### config.mk
export PLATFORM = sky130hd
export DESIGN_NAME = protobuf_scalar_field_encoder
export DESIGN_NICKNAME = d
export VERILOG_FILES = /design/src/sv/psfe_pkg.sv /design/src/sv/psfe_format.sv /design/src/sv/psfe_serializer.sv /design/src/sv/protobuf_scalar_field_encoder.sv
export SDC_FILE = /design/constraint.sdc
export NUM_CORES = 1
export LEC_CHECK = 0
export BUFFER_PORTS_ARGS = -buffer_cell sky130_fd_sc_hd__buf_2
export CELL_PAD_IN_SITES_DETAIL_PLACEMENT = 0
export CELL_PAD_IN_SITES_GLOBAL_PLACEMENT = 1
export CORE_ASPECT_RATIO = 1.2
export CORE_UTILIZATION = 28
export DETAILED_ROUTE_END_ITERATION = 8
export PLACE_DENSITY_LB_ADDON = 0.12
export SETUP_SLACK_MARGIN = 0.1
export SYNTH_ARGS = -nofsm -noshare
export SYNTH_HDL_FRONTEND = slang
export SYNTH_HIERARCHICAL = 1
export SYNTH_SLANG_ARGS = --single-unit
### constraint.sdc
create_clock -name aclk -period 3 [get_ports aclk]
set_input_delay 0.15 -clock aclk [delete_from_list [all_inputs] [get_ports aclk]]
set_output_delay 0.15 -clock aclk [all_outputs]
set_load 0.01 [all_outputs]
### src/sv/psfe_pkg.sv
// Shared types and constants for the protobuf scalar field encoder.
// No dependencies.
`timescale 1ns / 1ps
`default_nettype none
package psfe_pkg;

    localparam int unsigned VALUE_W = 64;
    localparam int unsigned BYTE_W  = 8;
    localparam int unsigned GROUP_W = 7;
    localparam int unsigned OP_W    = 3;
    localparam int unsigned SIZE_W  = 4;
    localparam int unsigned WT_W    = 3;
    localparam int unsigned CNT_W   = 4;
    localparam int unsigned FIELD_W = 32;

    localparam logic [OP_W-1:0] OP_SVARINT = 3'd0;
    localparam logic [OP_W-1:0] OP_UVARINT = 3'd1;
    localparam logic [OP_W-1:0] OP_ZIGZAG  = 3'd2;
    localparam logic [OP_W-1:0] OP_FIXED32 = 3'd3;
    localparam logic [OP_W-1:0] OP_FIXED64 = 3'd4;
    localparam logic [OP_W-1:0] OP_TAG     = 3'd5;

    localparam logic [SIZE_W-1:0] SIZE_1 = 4'd1;
    localparam logic [SIZE_W-1:0] SIZE_2 = 4'd2;
    localparam logic [SIZE_W-1:0] SIZE_4 = 4'd4;
    localparam logic [SIZE_W-1:0] SIZE_8 = 4'd8;

    localparam logic [CNT_W-1:0] FIXED32_BYTES = 4'd4;
    localparam logic [CNT_W-1:0] FIXED64_BYTES = 4'd8;

    localparam logic [BYTE_W-1:0] ERROR_BYTE = 8'h00;

    typedef struct packed {
        logic [VALUE_W-1:0] word;
        logic               fixed;
        logic [CNT_W-1:0]   nbytes;
        logic               err;
    } load_t;

endpackage
`default_nettype wire

### src/sv/psfe_format.sv
// Decodes one input item into the word to serialize and its encoding mode.
// Depends on psfe_pkg.
`timescale 1ns / 1ps
`default_nettype none
module psfe_format
    import psfe_pkg::*;
(
    input  wire logic [OP_W-1:0]    op,
    input  wire logic [SIZE_W-1:0]  data_bytes,
    input  wire logic [VALUE_W-1:0] value,
    input  wire logic [WT_W-1:0]    wire_type,
    output load_t                   load
);

    logic [VALUE_W-1:0] ext_word;
    logic               size_ok;
    logic               sign_ext;

    always_comb begin
        sign_ext = (op != OP_UVARINT);
        size_ok  = 1'b1;
        ext_word = value;
        unique case (data_bytes)
            SIZE_1: begin
                ext_word = {{(VALUE_W-8){sign_ext & value[7]}}, value[7:0]};
            end
            SIZE_2: begin
                ext_word = {{(VALUE_W-16){sign_ext & value[15]}}, value[15:0]};
            end
            SIZE_4: begin
                ext_word = {{(VALUE_W-32){sign_ext & value[31]}}, value[31:0]};
            end
            SIZE_8: begin
                ext_word = value;
            end
            default: begin
                size_ok = 1'b0;
            end
        endcase
    end

    always_comb begin
        load.word   = '0;
        load.fixed  = 1'b0;
        load.nbytes = '0;
        load.err    = 1'b0;
        unique case (op) inside
            OP_SVARINT, OP_UVARINT: begin
                load.word = ext_word;
                load.err  = !size_ok;
            end
            OP_ZIGZAG: begin
                load.word = {ext_word[VALUE_W-2:0], 1'b0} ^ {VALUE_W{ext_word[VALUE_W-1]}};
                load.err  = !size_ok;
            end
            OP_FIXED32: begin
                load.word   = {{(VALUE_W-32){1'b0}}, value[31:0]};
                load.fixed  = 1'b1;
                load.nbytes = FIXED32_BYTES;
            end
            OP_FIXED64: begin
                load.word   = value;
                load.fixed  = 1'b1;
                load.nbytes = FIXED64_BYTES;
            end
            OP_TAG: begin
                load.word = {{(VALUE_W-FIELD_W-WT_W){1'b0}}, value[FIELD_W-1:0], wire_type};
            end
            default: begin
                load.err = 1'b1;
            end
        endcase
    end

endmodule
`default_nettype wire

### src/sv/psfe_serializer.sv
// Shift register that sends the loaded word out one byte or 7-bit group per beat,
// with a registered output stage. Depends on psfe_pkg.
`timescale 1ns / 1ps
`default_nettype none
module psfe_serializer
    import psfe_pkg::*;
(
    input  wire logic              aclk,
    input  wire logic              aresetn,
    input  wire logic              load_valid,
    input  wire load_t             load,
    output logic                   busy,
    output logic [BYTE_W-1:0]      m_tdata,
    output logic                   m_tlast,
    output logic                   m_tuser,
    output logic                   m_tvalid,
    input  wire logic              m_tready
);

    logic               busy_reg, busy_next;
    logic               m_valid_reg, m_valid_next;
    logic [VALUE_W-1:0] sh_reg, sh_next;
    logic               fixed_reg, fixed_next;
    logic               err_reg, err_next;
    logic [CNT_W-1:0]   cnt_reg, cnt_next;
    logic [BYTE_W-1:0]  m_data_reg, m_data_next;
    logic               m_last_reg, m_last_next;
    logic               m_user_reg, m_user_next;

    logic               emit;
    logic [VALUE_W-1:0] rest;
    logic               last_c;
    logic [BYTE_W-1:0]  byte_c;

    assign emit = busy_reg && (!m_valid_reg || m_tready);
    assign rest = sh_reg >> GROUP_W;

    always_comb begin
        if (err_reg) begin
            last_c = 1'b1;
            byte_c = ERROR_BYTE;
        end else if (fixed_reg) begin
            last_c = (cnt_reg == CNT_W'(1));
            byte_c = sh_reg[BYTE_W-1:0];
        end else begin
            last_c = (rest == '0);
            byte_c = {!last_c, sh_reg[GROUP_W-1:0]};
        end
    end

    always_comb begin
        busy_next    = busy_reg;
        m_valid_next = m_valid_reg;
        sh_next      = sh_reg;
        fixed_next   = fixed_reg;
        err_next     = err_reg;
        cnt_next     = cnt_reg;
        m_data_next  = m_data_reg;
        m_last_next  = m_last_reg;
        m_user_next  = m_user_reg;
        if (m_tready) begin
            m_valid_next = 1'b0;
        end
        if (emit) begin
            m_valid_next = 1'b1;
            m_data_next  = byte_c;
            m_last_next  = last_c;
            m_user_next  = err_reg;
            busy_next    = !last_c;
            sh_next      = fixed_reg ? (sh_reg >> BYTE_W) : rest;
            cnt_next     = cnt_reg - CNT_W'(1);
        end
        if (load_valid) begin
            busy_next  = 1'b1;
            sh_next    = load.word;
            fixed_next = load.fixed;
            err_next   = load.err;
            cnt_next   = load.nbytes;
        end
    end

    always_ff @(posedge aclk) begin
        if (!aresetn) begin
            busy_reg    <= 1'b0;
            m_valid_reg <= 1'b0;
        end else begin
            busy_reg    <= busy_next;
            m_valid_reg <= m_valid_next;
        end
    end

    always_ff @(posedge aclk) begin
        sh_reg     <= sh_next;
        fixed_reg  <= fixed_next;
        err_reg    <= err_next;
        cnt_reg    <= cnt_next;
        m_data_reg <= m_data_next;
        m_last_reg <= m_last_next;
        m_user_reg <= m_user_next;
    end

    assign busy     = busy_reg;
    assign m_tvalid = m_valid_reg;
    assign m_tdata  = m_data_reg;
    assign m_tlast  = m_last_reg;
    assign m_tuser  = m_user_reg;

endmodule
`default_nettype wire

### src/sv/protobuf_scalar_field_encoder.sv
// Top level of the protobuf scalar field encoder.
// Depends on psfe_pkg, psfe_format and psfe_serializer.
//
// The s_ channel takes one scalar field per beat: the operation in s_tuser, the
// source size, value and wire type in s_tdata. The m_ channel returns the wire
// bytes of that field, one byte per beat in wire order, with m_tlast on the final
// byte and m_tuser set on the single zero byte returned for a bad size or op.
// An item is loaded into a 64-bit shift register on the beat it is accepted; the
// shift register then feeds the output register, one byte per cycle while m_tready
// is high. A negative signed varint is ten bytes long; the shift register is the
// limit.
// s_tready falls from acceptance until the final byte has entered the output
// register, so the next item can be taken while that byte still waits.
// When m_tready is low the output register holds its beat and the shift register
// waits. Synchronous reset drops s_tready's blocking state and m_tvalid at once.
`timescale 1ns / 1ps
`default_nettype none
module protobuf_scalar_field_encoder
    import psfe_pkg::*;
(
    input  wire logic        aclk,
    input  wire logic        aresetn,
    input  wire logic        s_tvalid,
    output logic             s_tready,
    // [3:0] data_bytes, [67:4] value, [70:68] wire_type, [71] zero
    input  wire logic [71:0] s_tdata,
    // [2:0] op
    input  wire logic [2:0]  s_tuser,
    output logic             m_tvalid,
    input  wire logic        m_tready,
    // [7:0] out_byte
    output logic [7:0]       m_tdata,
    output logic             m_tlast,
    // [0] error
    output logic             m_tuser
);

    load_t load;
    logic  busy;
    logic  accept;

    assign s_tready = !busy;
    assign accept   = s_tvalid && !busy;

    psfe_format u_format (
        .op         (s_tuser),
        .data_bytes (s_tdata[3:0]),
        .value      (s_tdata[67:4]),
        .wire_type  (s_tdata[70:68]),
        .load       (load)
    );

    psfe_serializer u_serializer (
        .aclk       (aclk),
        .aresetn    (aresetn),
        .load_valid (accept),
        .load       (load),
        .busy       (busy),
        .m_tdata    (m_tdata),
        .m_tlast    (m_tlast),
        .m_tuser    (m_tuser),
        .m_tvalid   (m_tvalid),
        .m_tready   (m_tready)
    );

endmodule
`default_nettype wire

# After elaboration in Yosys (flattened, before gate mapping)

Index checks and enable logic that the tools add are counted.

Bits in registers: 82
Bits of input ports: 79
Output and inout port bits: 12
Word-level logic and storage cells: 58

$add $sub $neg: 1
Equal/unequal tests: 11
Multiplexer cells: 17
Bitwise logic cells: 4
Reduce and logical (&&, ||, !) cells: 16

Operators by type and width:

| cell                | count |
|---|---|
| $pmux 64 s5         | 1 |
| $pmux 64 s3         | 1 |
| $mux 64             | 2 |
| $logic_not 64->1    | 1 |
| $xor 64x64->64      | 1 |
| $mux 57             | 1 |
| $pmux 5 s2          | 1 |
| $eq 4x1->1 const B  | 2 |
| $mux 4              | 2 |
| $mux 8              | 1 |
| $mux 1              | 7 |
| $eq 3x2->1 const B  | 2 |
| $eq 3x3->1 const B  | 2 |
| $reduce_or 3->1     | 2 |
| $logic_not 1->1     | 5 |
| $eq 4x2->1 const B  | 1 |
| $eq 4x3->1 const B  | 1 |
| $eq 4x4->1 const B  | 1 |
| $reduce_bool 2->1   | 2 |
| $reduce_or 4->1     | 1 |
| $sub 4x1->4 const B | 1 |
| $and 1x1->1         | 3 |
| $eq 3x1->1 const B  | 1 |
| $logic_not 3->1     | 1 |
| 5 further kinds     | 6 |

# Logic depth before layout (Yosys ltp)

Gate-level depths: netlist of the first run.

Word-level depth: 6
Gate-level depth with buffers: 11
Gate-level depth less buffers: 7

# Hierarchy

Netlist of the first run, hierarchy kept.

By module, submodules not included:

| module                        | instances | cells an instance | area an instance (µm²) | sequential area each (µm²) |
|---|---|---|---|---|
| psfe_serializer               | 1         | 340               | 4013.8                 | 2442.3 |
| psfe_format                   | 1         | 505               | 3296.9                 | 0.0 |
| protobuf_scalar_field_encoder | 1         | 2                 | 10.0                   | 0.0 |

# Worst setup path before layout of the first run

No wires, ideal clock.

Path kind: flip-flop to flip-flop
Start point: register u_serializer.busy_reg, in the netlist u_serializer/busy
End point: register u_serializer.cnt_reg[0] (enable)
Arrival: 2.442 ns
Data required time: 2.570 ns
Slack: 0.128 ns
Cell stages (with the launch flop): 4
Buffers on the path: 1
Cell sequence: dfxtp_1 nor2b_1 clkbuf_1 or2_1

Cells in the longest elaborated chain, start to end: 3
Elaborated cells between the ends (all ways): 4
Those cells by class: reduce/logical (4)

Ends and longest elaborated chain:

| element                     | line                                | RTL |
|---|---|---|
| start: declaration          | psfe_serializer.sv:20               | `logic busy_reg, busy_next;` |
| start signal: assignment    | psfe_serializer.sv:87               | `busy_reg <= busy_next;` |
| $logic_not 1->1             | protobuf_scalar_field_encoder.sv:43 | `assign accept = s_tvalid && !busy;` |
| $logic_and 1x1->1           | protobuf_scalar_field_encoder.sv:43 |  |
| named net accept            | protobuf_scalar_field_encoder.sv:40 | `logic accept;` |
| $reduce_bool 2->1 (no line) | -                                   |  |
| end signal: assignment      | psfe_serializer.sv:96               | `cnt_reg <= cnt_next;` |
| end: declaration            | psfe_serializer.sv:25               | `logic [CNT_W-1:0] cnt_reg, cnt_next;` |

The timed path passes the listed nets, and every way through them passes these cells.
A chain may end at the register's enable or synchronous reset.

==> results_dict.tcl, run 1 <==
set metrics [dict create \
    cts_hold_buf 0 \
    critical_path_class "primary input to flip-flop" \
    clk_pin_slew_ns 0.06 \
    p_leak_nw 3.16 \
    setup_viol 0 \
    placed_cells 1218 \
    io_buffers 89 \
    die_w_um 150 \
    max_freq_mhz 445 \
    finalCoreUtilization_pct 32.8 \
    vias 6736 \
    cts_max_path_buffers 2 \
    detail_route.iter0.violations 456 \
    ff2ff_setup_slack_ns 1.10 \
    grt_max_degree 69 \
    power_frac_seq_pct 43.4 \
    synth_area_leaders "edfxtp_1, mux2i_1, a21oi_1" \
    ir_worst_vdd_v 0.000200 \
    diodes 0 \
    grt.overflow.total 0 \
    htree_levels 3 \
    crit_required_ns 3.10 \
    dp_slack_ns 0.435 \
    grtUsageTotal_pct 18.2 \
    die_area_um2 26800 \
    layout-drive-gt1-share_pct 18.9 \
    finalPower_mw 3.86 \
    synthArstFlopShare_pct 0 \
    synth-edff-count 80 \
    reg2reg_to "u_serializer/sh_reg[30]$_DFFE_PP_" \
    yosys.area.top_type "edfxtp_1" \
    cts_root_buf "clkbuf_16" \
    synth_top_flop_cell "edfxtp_1" \
    max-slew-margin-rel_pct 31.7 \
    synth-seq-cells 82 \
    cts_resized 0 \
    hpwl_um 16700 \
    synth_area_um2 7320 \
    swShare_pct 32.1 \
    finalCriticalPeriod_ns 2.25 \
    place.gp.congestion 0.763 \
    nets 980 \
    crit_end "u_serializer/sh_reg[26]$_DFFE_PP_" \
    p_int_mw 2.62 \
    worstSkewPairLatency_ns 0.35 \
    syn_inst 847 \
    hp-class "primary input to flip-flop" \
    p_clk_share_pct 28.8 \
    antenna_left 0 \
    combPwrFrac_pct 27.9 \
    ys_warn_count 6 \
    fp.dieH_um 179 \
    start_util_pct 28.6 \
    io-pin-count 91 \
    fin_skew_ns 0.00510 \
    post_cts_buffers 0 \
    syn_avg_cell_area_um2 8.64 \
    grt_pass1_wl_um 37400 \
    drc 0 \
    grt_setup_unrepaired "no" \
    mostFrequentLayoutCells "nand2_1, a21oi_1, mux2i_1, buf_2, edfxtp_1" \
    crit_fanout 16 \
    fin_ws_ns 0.750 \
    startpoint "s_tdata[2]" \
    cts_tree "done" \
    final_cells 1234 \
    power_switching_mw 1.24 \
    vias_per_cell 5.46 \
    core_um2 25600 \
    core.rowCount 64 \
    cp.arrival_ns 2.35 \
    routed_wl_um 23700 \
    first_global_vias 6488 \
    synth-seq-area-share_pct 33.4 \
    wl_per_cell_um 19.2 \
    reg2reg_from "u_serializer/busy$_SDFFE_PN0P_" \
    drt_first_pass_iters 5 \
    area.growth.synth_to_final_pct 14.8 \
    fin_crit_sh_pct 75.0 \
    largest_reg_flops 64 \
    cap_violations 0 \
    power.density_nw_per_um2 459 \
    outcome "finished clean" \
    synth_cell_types 68 \
    numCtsBuffers 9 \
    cts_num_sinks 82 \
    hold_viol 0 \
    fin_tns_setup_ns 0 \
    final_common_cell "nand2_1" \
    critPathCaptureType "flip-flop" \
    tightest_slew_ns 1.02 \
    synth_top_area_share_pct 32.8 \
    worst_r2r_path_depth 3 \
    antenna_found_initial 1 \
    drv_slew 0 \
    nFillCells 2774 \
    cp-start-kind "primary input" \
]
-- routing by layer --
layer | global-route usage, % | vias to the layer above | wire length [um]
li1 | - | 3298 | -
met1 | 23.2 | 3247 | 10700
met2 | 31.8 | 167 | 11600
met3 | 2.14 | 24 | 973
met4 | 5.10 | 0 | 421
met5 | 0 | - | 0
-- cells in the mapped netlist (all sizes together) (10+ instances only) --
library cell / number
a211o: 15
a21oi: 105
a311oi: 15
and2: 10
buf: 34
clkbuf: 53
edfxtp: 80
inv: 15
mux2i: 96
nand2: 122
nor2: 15
nor2b: 11
nor3: 11
nor4: 14
o21a: 29
o21ai: 80
o221ai: 35
o311ai: 14
xnor2: 18
-- logic make-up (layout without fill, tap and decap cells) --
group / Yosys count / count (layout) / synth area share (%)
xor+xnor: 23 / 23 / 2.75
flops: 82 / 82 / 33.4
buf+inv: 102 / 158 / 6.73
mux: 100 / 100 / 13.7
compound gates: 316 / 316 / 27.8
other cells: 1 / 2 / 0.0512
simple gates: 221 / 221 / 15.2
fa+ha+maj: 2 / 2 / 0.342
-- power groups by stage --
stage	clock network [mW]	registers, mW	logic [mW]
floorplan	0	1.66	0.730
global placement	0	1.70	1.09
detailed placement	0	1.70	1.09
CTS	1.15	1.68	1.09
global route	1.19	1.70	1.20
finish	1.11	1.67	1.08
-- worst min-delay path by stage --
stage                                              end     from  cells after the start  slack [ns]
finish              u_serializer/m_tvalid$_SDFFE_PN0P_  aresetn                      2        0.09
global route        u_serializer/m_tvalid$_SDFFE_PN0P_  aresetn                      2         0.1
CTS                 u_serializer/m_tvalid$_SDFFE_PN0P_  aresetn                      2        0.07
detailed placement  u_serializer/m_tvalid$_SDFFE_PN0P_  aresetn                      2        0.45
global placement    u_serializer/m_tvalid$_SDFFE_PN0P_  aresetn                      2        0.44
floorplan           u_serializer/m_tvalid$_SDFFE_PN0P_  aresetn                      1        0.30
-- metrics by stage --
stage	area, um^2	hold WS (ns)
4_1_cts	8400	0.0697
5_1_grt	8400	0.0953
3_3_place_gp	8110	0.443
6_report	8400	0.0857
2_1_floorplan	7320	0.304
3_5_place_dp	8110	0.447
-- area by class of cell --
class                      instances  area, um^2  area share (%)
clock buffer                      10         229            2.73
clock inverter                     6        66.3           0.789
inverter                          15        56.3           0.670
multi-input combinational        664        4400            52.4
sequential                        82        2440            29.1
tap                              330         413            4.91
timing repair buffer             127         793            9.44
-- worst max-delay path, cell delays in order --
cell      delay, ns
buf_2          0.13
xnor2_1        0.36
o21a_1         0.44
nand2b_2       0.33
mux2_2         0.36
a311o_1        0.41
nand2_1        0.09
o21ai_0        0.07
Power figures use the tool's default switching activity.
==> run 2: changes to the inputs <==
==> constraint.sdc (replaced) <==
create_clock -name aclk -period 2 [get_ports aclk]
set_input_delay 0.1 -clock aclk [delete_from_list [all_inputs] [get_ports aclk]]
set_output_delay 0.1 -clock aclk [all_outputs]
set_load 0.01 [all_outputs]
==> results_dict.tcl, run 2 (synthesis results as in run 1) <==
set metrics [dict create \
    diodes 0 \
    grt_setup_unrepaired "yes" \
    worstSkewPairLatency_ns 0.35 \
    combPwrFrac_pct 30.7 \
    detail_route.iter0.violations 325 \
    die_area_um2 26800 \
    cp.arrival_ns 1.92 \
    routed_wl_um 25300 \
    fp.dieH_um 179 \
    max_freq_mhz 542 \
    finalCriticalPeriod_ns 1.84 \
    grtUsageTotal_pct 18.9 \
    io_buffers 89 \
    power_switching_mw 1.95 \
    die_w_um 150 \
    tightest_slew_ns 0.593 \
    clk_pin_slew_ns 0.07 \
    fin_skew_ns 0.00948 \
    whs_ns 0.0280 \
    ir_worst_vdd_v 0.000529 \
    critPathMaxStageDelay_ns 0.26 \
    cap_violations 0 \
    cts_tree "done" \
    cp_top_family "buffers and inverters" \
    vias 6945 \
    drc 0 \
    setup_viol 0 \
    max-slew-margin-rel_pct 60.2 \
    cp-start-kind "primary input" \
    mostFrequentLayoutCells "nand2_1, a21oi_1, mux2i_1, buf_2, edfxtp_1" \
    first_global_vias 6785 \
    vias_per_cell 5.35 \
    crit_buf_inv 5 \
    critical_path_class "primary input to flip-flop" \
    place.gp.congestion 0.814 \
    antenna_found_initial 1 \
    htree_levels 3 \
    hold_viol 0 \
    hp-class "primary input to flip-flop" \
    core.rowCount 64 \
    swShare_pct 32.3 \
    drt_first_pass_iters 5 \
    numCtsBuffers 9 \
    final_cell_area_um2 9280 \
    placed_area_um2 8810 \
    core_um2 25600 \
    cts_num_sinks 82 \
    layout-drive-gt1-share_pct 26.8 \
    crit_fanout 11 \
    cts_max_path_buffers 2 \
    start_util_pct 28.6 \
    power_frac_seq_pct 41.6 \
    p_clk_share_pct 27.7 \
    crit_slowest_cell "o211ai_1" \
    outcome "finished clean" \
    final_common_cell "nand2_1" \
    drv_slew 0 \
    nets 1044 \
    ff2ff_setup_slack_ns 0.29 \
    critPathCaptureType "flip-flop" \
    grt_max_degree 95 \
    wl_per_cell_um 19.5 \
    crit_chain "buf_2, buf_6, and3b_2, o211ai_1, buf_4, buf_4, nand3_2, buf_12, xor2_1, o21ai_0, nand2_1, o21ai_0" \
    p_int_mw 4.10 \
    grt_pass1_wl_um 38900 \
    hpwl_um 18000 \
    power.density_nw_per_um2 652 \
    finalCoreUtilization_pct 36.2 \
    crit_required_ns 2.08 \
    p_leak_nw 3.60 \
    largest_reg_flops 64 \
    cts_root_buf "clkbuf_16" \
    io-pin-count 91 \
    antenna_left 0 \
    fin_crit_sh_pct 92.2 \
    grt.overflow.total 0 \
    area.growth.synth_to_final_pct 26.7 \
]
==> run 2: cell types whose count changed in the layout (fill, tap and decap cells not counted), sizes merged <==
| cell | previous run | this run |
|---|---|---|
| buf | 127 | 189 |
| clkbuf | 10 | 11 |
| clkinv | 2 | 4 |
| clkinvlp | 2 | 1 |
==> run 2: layout make-up <==
| class | count | area (um^2) |
|---|---|---|
| Clock buffer | 9 | 225 |
| Clock inverter | 7 | 68.8 |
| Fill cell | 2695 | 16300 |
| Inverter | 15 | 56.3 |
| Multi-Input combinational cell | 664 | 4550 |
| Sequential cell | 82 | 2440 |
| Tap cell | 330 | 413 |
| Timing Repair Buffer | 191 | 1530 |
==> run 2: what timing repair did <==
action | in CTS | in global routing
gates cloned | 0 | 2
pin swaps | 1 | 6
setup buffers | 1 | 0
hold buffers | 0 | 0
resized for setup | 6 | 25
endpoints found under the setup margin | 6 | 36
==> run 2: routing by layer <==
layer | global-route usage, % | vias up | share of wire (%)
met1 | 24.5 | 3376 | 46
met2 | 33.6 | 103 | 51
met3 | 2.32 | 19 | 2.5
met4 | 3.49 | 2 | 1.1
met5 | 0 | - | 0.043
li1 | - | 3445 | -
==> run 2: path summary, 6_finish.rpt <==
check                                          endpoint  cells after the start                         startpoint
hold / removal       u_serializer/m_tvalid$_SDFFE_PN0P_                      2                            aresetn
setup / recovery      u_serializer/sh_reg[32]$_DFFE_PP_                     12                         s_tdata[1]
setup reg to reg         u_serializer/busy$_SDFFE_PN0P_                      5  u_serializer/sh_reg[42]$_DFFE_PP_
hold reg to reg   u_serializer/m_tdata[0]$_SDFFCE_PP0P_                      1   u_serializer/sh_reg[0]$_DFFE_PP_
==> run 2: metrics by stage <==
step	setup TNS [ns]	setup slack, ns	cells	total power [mW]
after floorplan	-0.0465	-0.0439	848	3.58
after global placement	-9.47	-0.442	1279	4.38
after detailed placement	-9.60	-0.414	1279	4.38
after CTS	0	0.106	1296	6.11
after global routing	0	0.0377	1298	6.39
final	0	0.156	1298	6.05
==> run 2: power groups by stage <==
stage	registers (mW)	logic [mW]	clock network, mW
after CTS	2.52	1.84	1.75
after global placement	2.55	1.82	0
after detailed placement	2.56	1.82	0
final	2.52	1.86	1.67
after floorplan	2.48	1.11	0
after global routing	2.56	2.05	1.79
==> run 3: changes to the inputs <==
--- a/config.mk
+++ b/config.mk
@@ -5,12 +5,12 @@
 export SDC_FILE = /design/constraint.sdc
 export NUM_CORES = 1
 export LEC_CHECK = 0
-export BUFFER_PORTS_ARGS = -buffer_cell sky130_fd_sc_hd__buf_2
 export CELL_PAD_IN_SITES_DETAIL_PLACEMENT = 0
 export CELL_PAD_IN_SITES_GLOBAL_PLACEMENT = 1
 export CORE_ASPECT_RATIO = 1.2
 export CORE_UTILIZATION = 28
 export DETAILED_ROUTE_END_ITERATION = 8
+export DONT_BUFFER_PORTS = 1
 export PLACE_DENSITY_LB_ADDON = 0.12
 export SETUP_SLACK_MARGIN = 0.1
 export SYNTH_ARGS = -nofsm -noshare
==> results_dict.tcl, run 3 (synthesis results as in run 1) <==
set metrics [dict create \
    finalPower_mw 5.52 \
    critPathCaptureType "flip-flop" \
    max_freq_mhz 568 \
    reg2reg_from "u_serializer/busy$_SDFFE_PN0P_" \
    cts_max_path_buffers 2 \
    drc 0 \
    multi_input_area_um2 4450 \
    cp.arrival_ns 1.73 \
    grt_max_degree 131 \
    fin_skew_ns 0.00939 \
    hold_end "u_serializer/sh_reg[62]$_SDFFCE_PN0P_" \
    p_leak_nw 2.95 \
    cp-start-kind "flip-flop" \
    crit_slowest_cell "or2_2" \
    post_cts_buffers 0 \
    whs_ns 0.0652 \
    final_common_cell "nand2_1" \
    cap_violations 0 \
    hold_viol 0 \
    finalCriticalPeriod_ns 1.76 \
    drv_slew 0 \
    power_frac_seq_pct 46.0 \
    crit_required_ns 1.97 \
    largest_reg_flops 64 \
    core.rowCount 64 \
    swShare_pct 31.2 \
    grtUsageTotal_pct 17.7 \
    htree_levels 3 \
    crit_chain "and2_1, or2_2" \
    dp_slack_ns -0.320 \
    io-pin-count 91 \
    fin_ws_ns 0.238 \
    reg2reg_to "u_serializer/sh_reg[0]$_DFFE_PP_" \
    worstSkewPairLatency_ns 0.34 \
    p_int_mw 3.80 \
    vias_per_cell 5.61 \
    first_global_vias 6522 \
    area.growth.synth_to_final_pct 12.8 \
    grt_pass1_wl_um 36900 \
    wl_per_cell_um 20.2 \
    finalCoreUtilization_pct 32.2 \
    cts_tree "done" \
    nets 916 \
    grt_setup_unrepaired "no" \
    cts_root_buf "clkbuf_16" \
    whs_path_depth 3 \
    ir_worst_vdd_v 0.000337 \
    worst_r2r_path_depth 2 \
    mostFrequentLayoutCells "nand2_1, a21oi_1, mux2i_1, edfxtp_1, o21ai_0" \
    max-slew-margin-rel_pct 45.3 \
    critPathMaxStageDelay_ns 0.69 \
    setup_viol 0 \
    layout-drive-gt1-share_pct 13.3 \
    hp-class "primary input to flip-flop" \
    io_buffers 0 \
    combPwrFrac_pct 26.2 \
    holdCritStartpoint "s_tdata[66]" \
    tightest_slew_ns 0.820 \
    cts_num_sinks 82 \
    die_area_um2 26800 \
    nFillCells 2727 \
    clk_pin_slew_ns 0.06 \
    vias 6562 \
    start_util_pct 28.6 \
    die_w_um 150 \
    numCtsBuffers 9 \
    power.density_nw_per_um2 669 \
    routed_wl_um 23600 \
    antenna_found_initial 0 \
    crit_fanout 34 \
    drt_first_pass_iters 5 \
    final-seq-area_um2 2440 \
    place.gp.congestion 0.836 \
    power_switching_mw 1.72 \
    outcome "finished clean" \
    fin_crit_sh_pct 88.1 \
    antenna_left 0 \
    p_clk_share_pct 27.8 \
    ff2ff_setup_slack_ns 0.24 \
    fp.dieH_um 179 \
    critical_path_class "flip-flop to flip-flop" \
    fin_tns_setup_ns 0 \
    detail_route.iter0.violations 468 \
    hpwl_um 16700 \
    grt.overflow.total 0 \
    diodes 0 \
    core_um2 25600 \
]
-- run 3: timing repair --
action,CTS,global route
gates resized for setup,1,2
gates cloned,0,1
endpoints found under the setup margin,8,69
endpoints found under the hold margin,2,0
hold buffers,2,0
-- run 3: metal layers --
metal,vias up,track usage [%],share of wire (%)
met4,0,4.34,1.6
met3,19,3.16,4.6
met1,3191,22.1,43
li1,3186,-,-
met2,166,31.3,50
met5,-,0,0
-- run 3: worst max path at each step --
stage                                        start                                end  slack (ns)
global route        u_serializer/busy$_SDFFE_PN0P_  u_serializer/cnt_reg[1]$_DFFE_PP_        0.11
global placement                        s_tdata[1]  u_serializer/sh_reg[17]$_DFFE_PP_       -0.19
floorplan                               s_tdata[3]  u_serializer/sh_reg[10]$_DFFE_PP_       -0.04
finish              u_serializer/busy$_SDFFE_PN0P_   u_serializer/sh_reg[0]$_DFFE_PP_        0.24
CTS                 u_serializer/busy$_SDFFE_PN0P_  u_serializer/sh_reg[53]$_DFFE_PP_        0.16
detailed placement                      s_tdata[1]  u_serializer/sh_reg[17]$_DFFE_PP_       -0.32
-- run 3: cell type report --
class | count | area share, %
Multi-Input combinational cell | 665 | 53.9
Inverter | 15 | 0.682
Clock inverter | 6 | 0.530
Sequential cell | 82 | 29.6
Clock buffer | 10 | 2.77
Tap cell | 330 | 5.00
Timing Repair Buffer | 62 | 7.51
-- run 3: power groups by stage --
| stage | registers [mW] | logic (mW) | clock network (mW) |
|---|---|---|---|
| after floorplan | 2.48 | 1.11 | 0 |
| after global placement | 2.57 | 1.44 | 0 |
| after detailed placement | 2.58 | 1.45 | 0 |
| after CTS | 2.54 | 1.46 | 1.58 |
| after global routing | 2.58 | 1.61 | 1.64 |
| final | 2.54 | 1.45 | 1.54 |
-- run 3: worst max-delay path, delay by kind of cell (launching register included) --
kind	cells	cell delay [ns]
DFF	1	0.45
and+or+nand+nor	2	0.94
-- run 3: metrics by stage --
| step | area (um^2) | std cells |
|---|---|---|
| 2_1_floorplan | 7360 | 848 |
| 6_report | 8260 | 1170 |
| 3_3_place_gp | 7940 | 1151 |
| 4_1_cts | 8240 | 1169 |
| 5_1_grt | 8260 | 1170 |
| 3_5_place_dp | 7940 | 1151 |
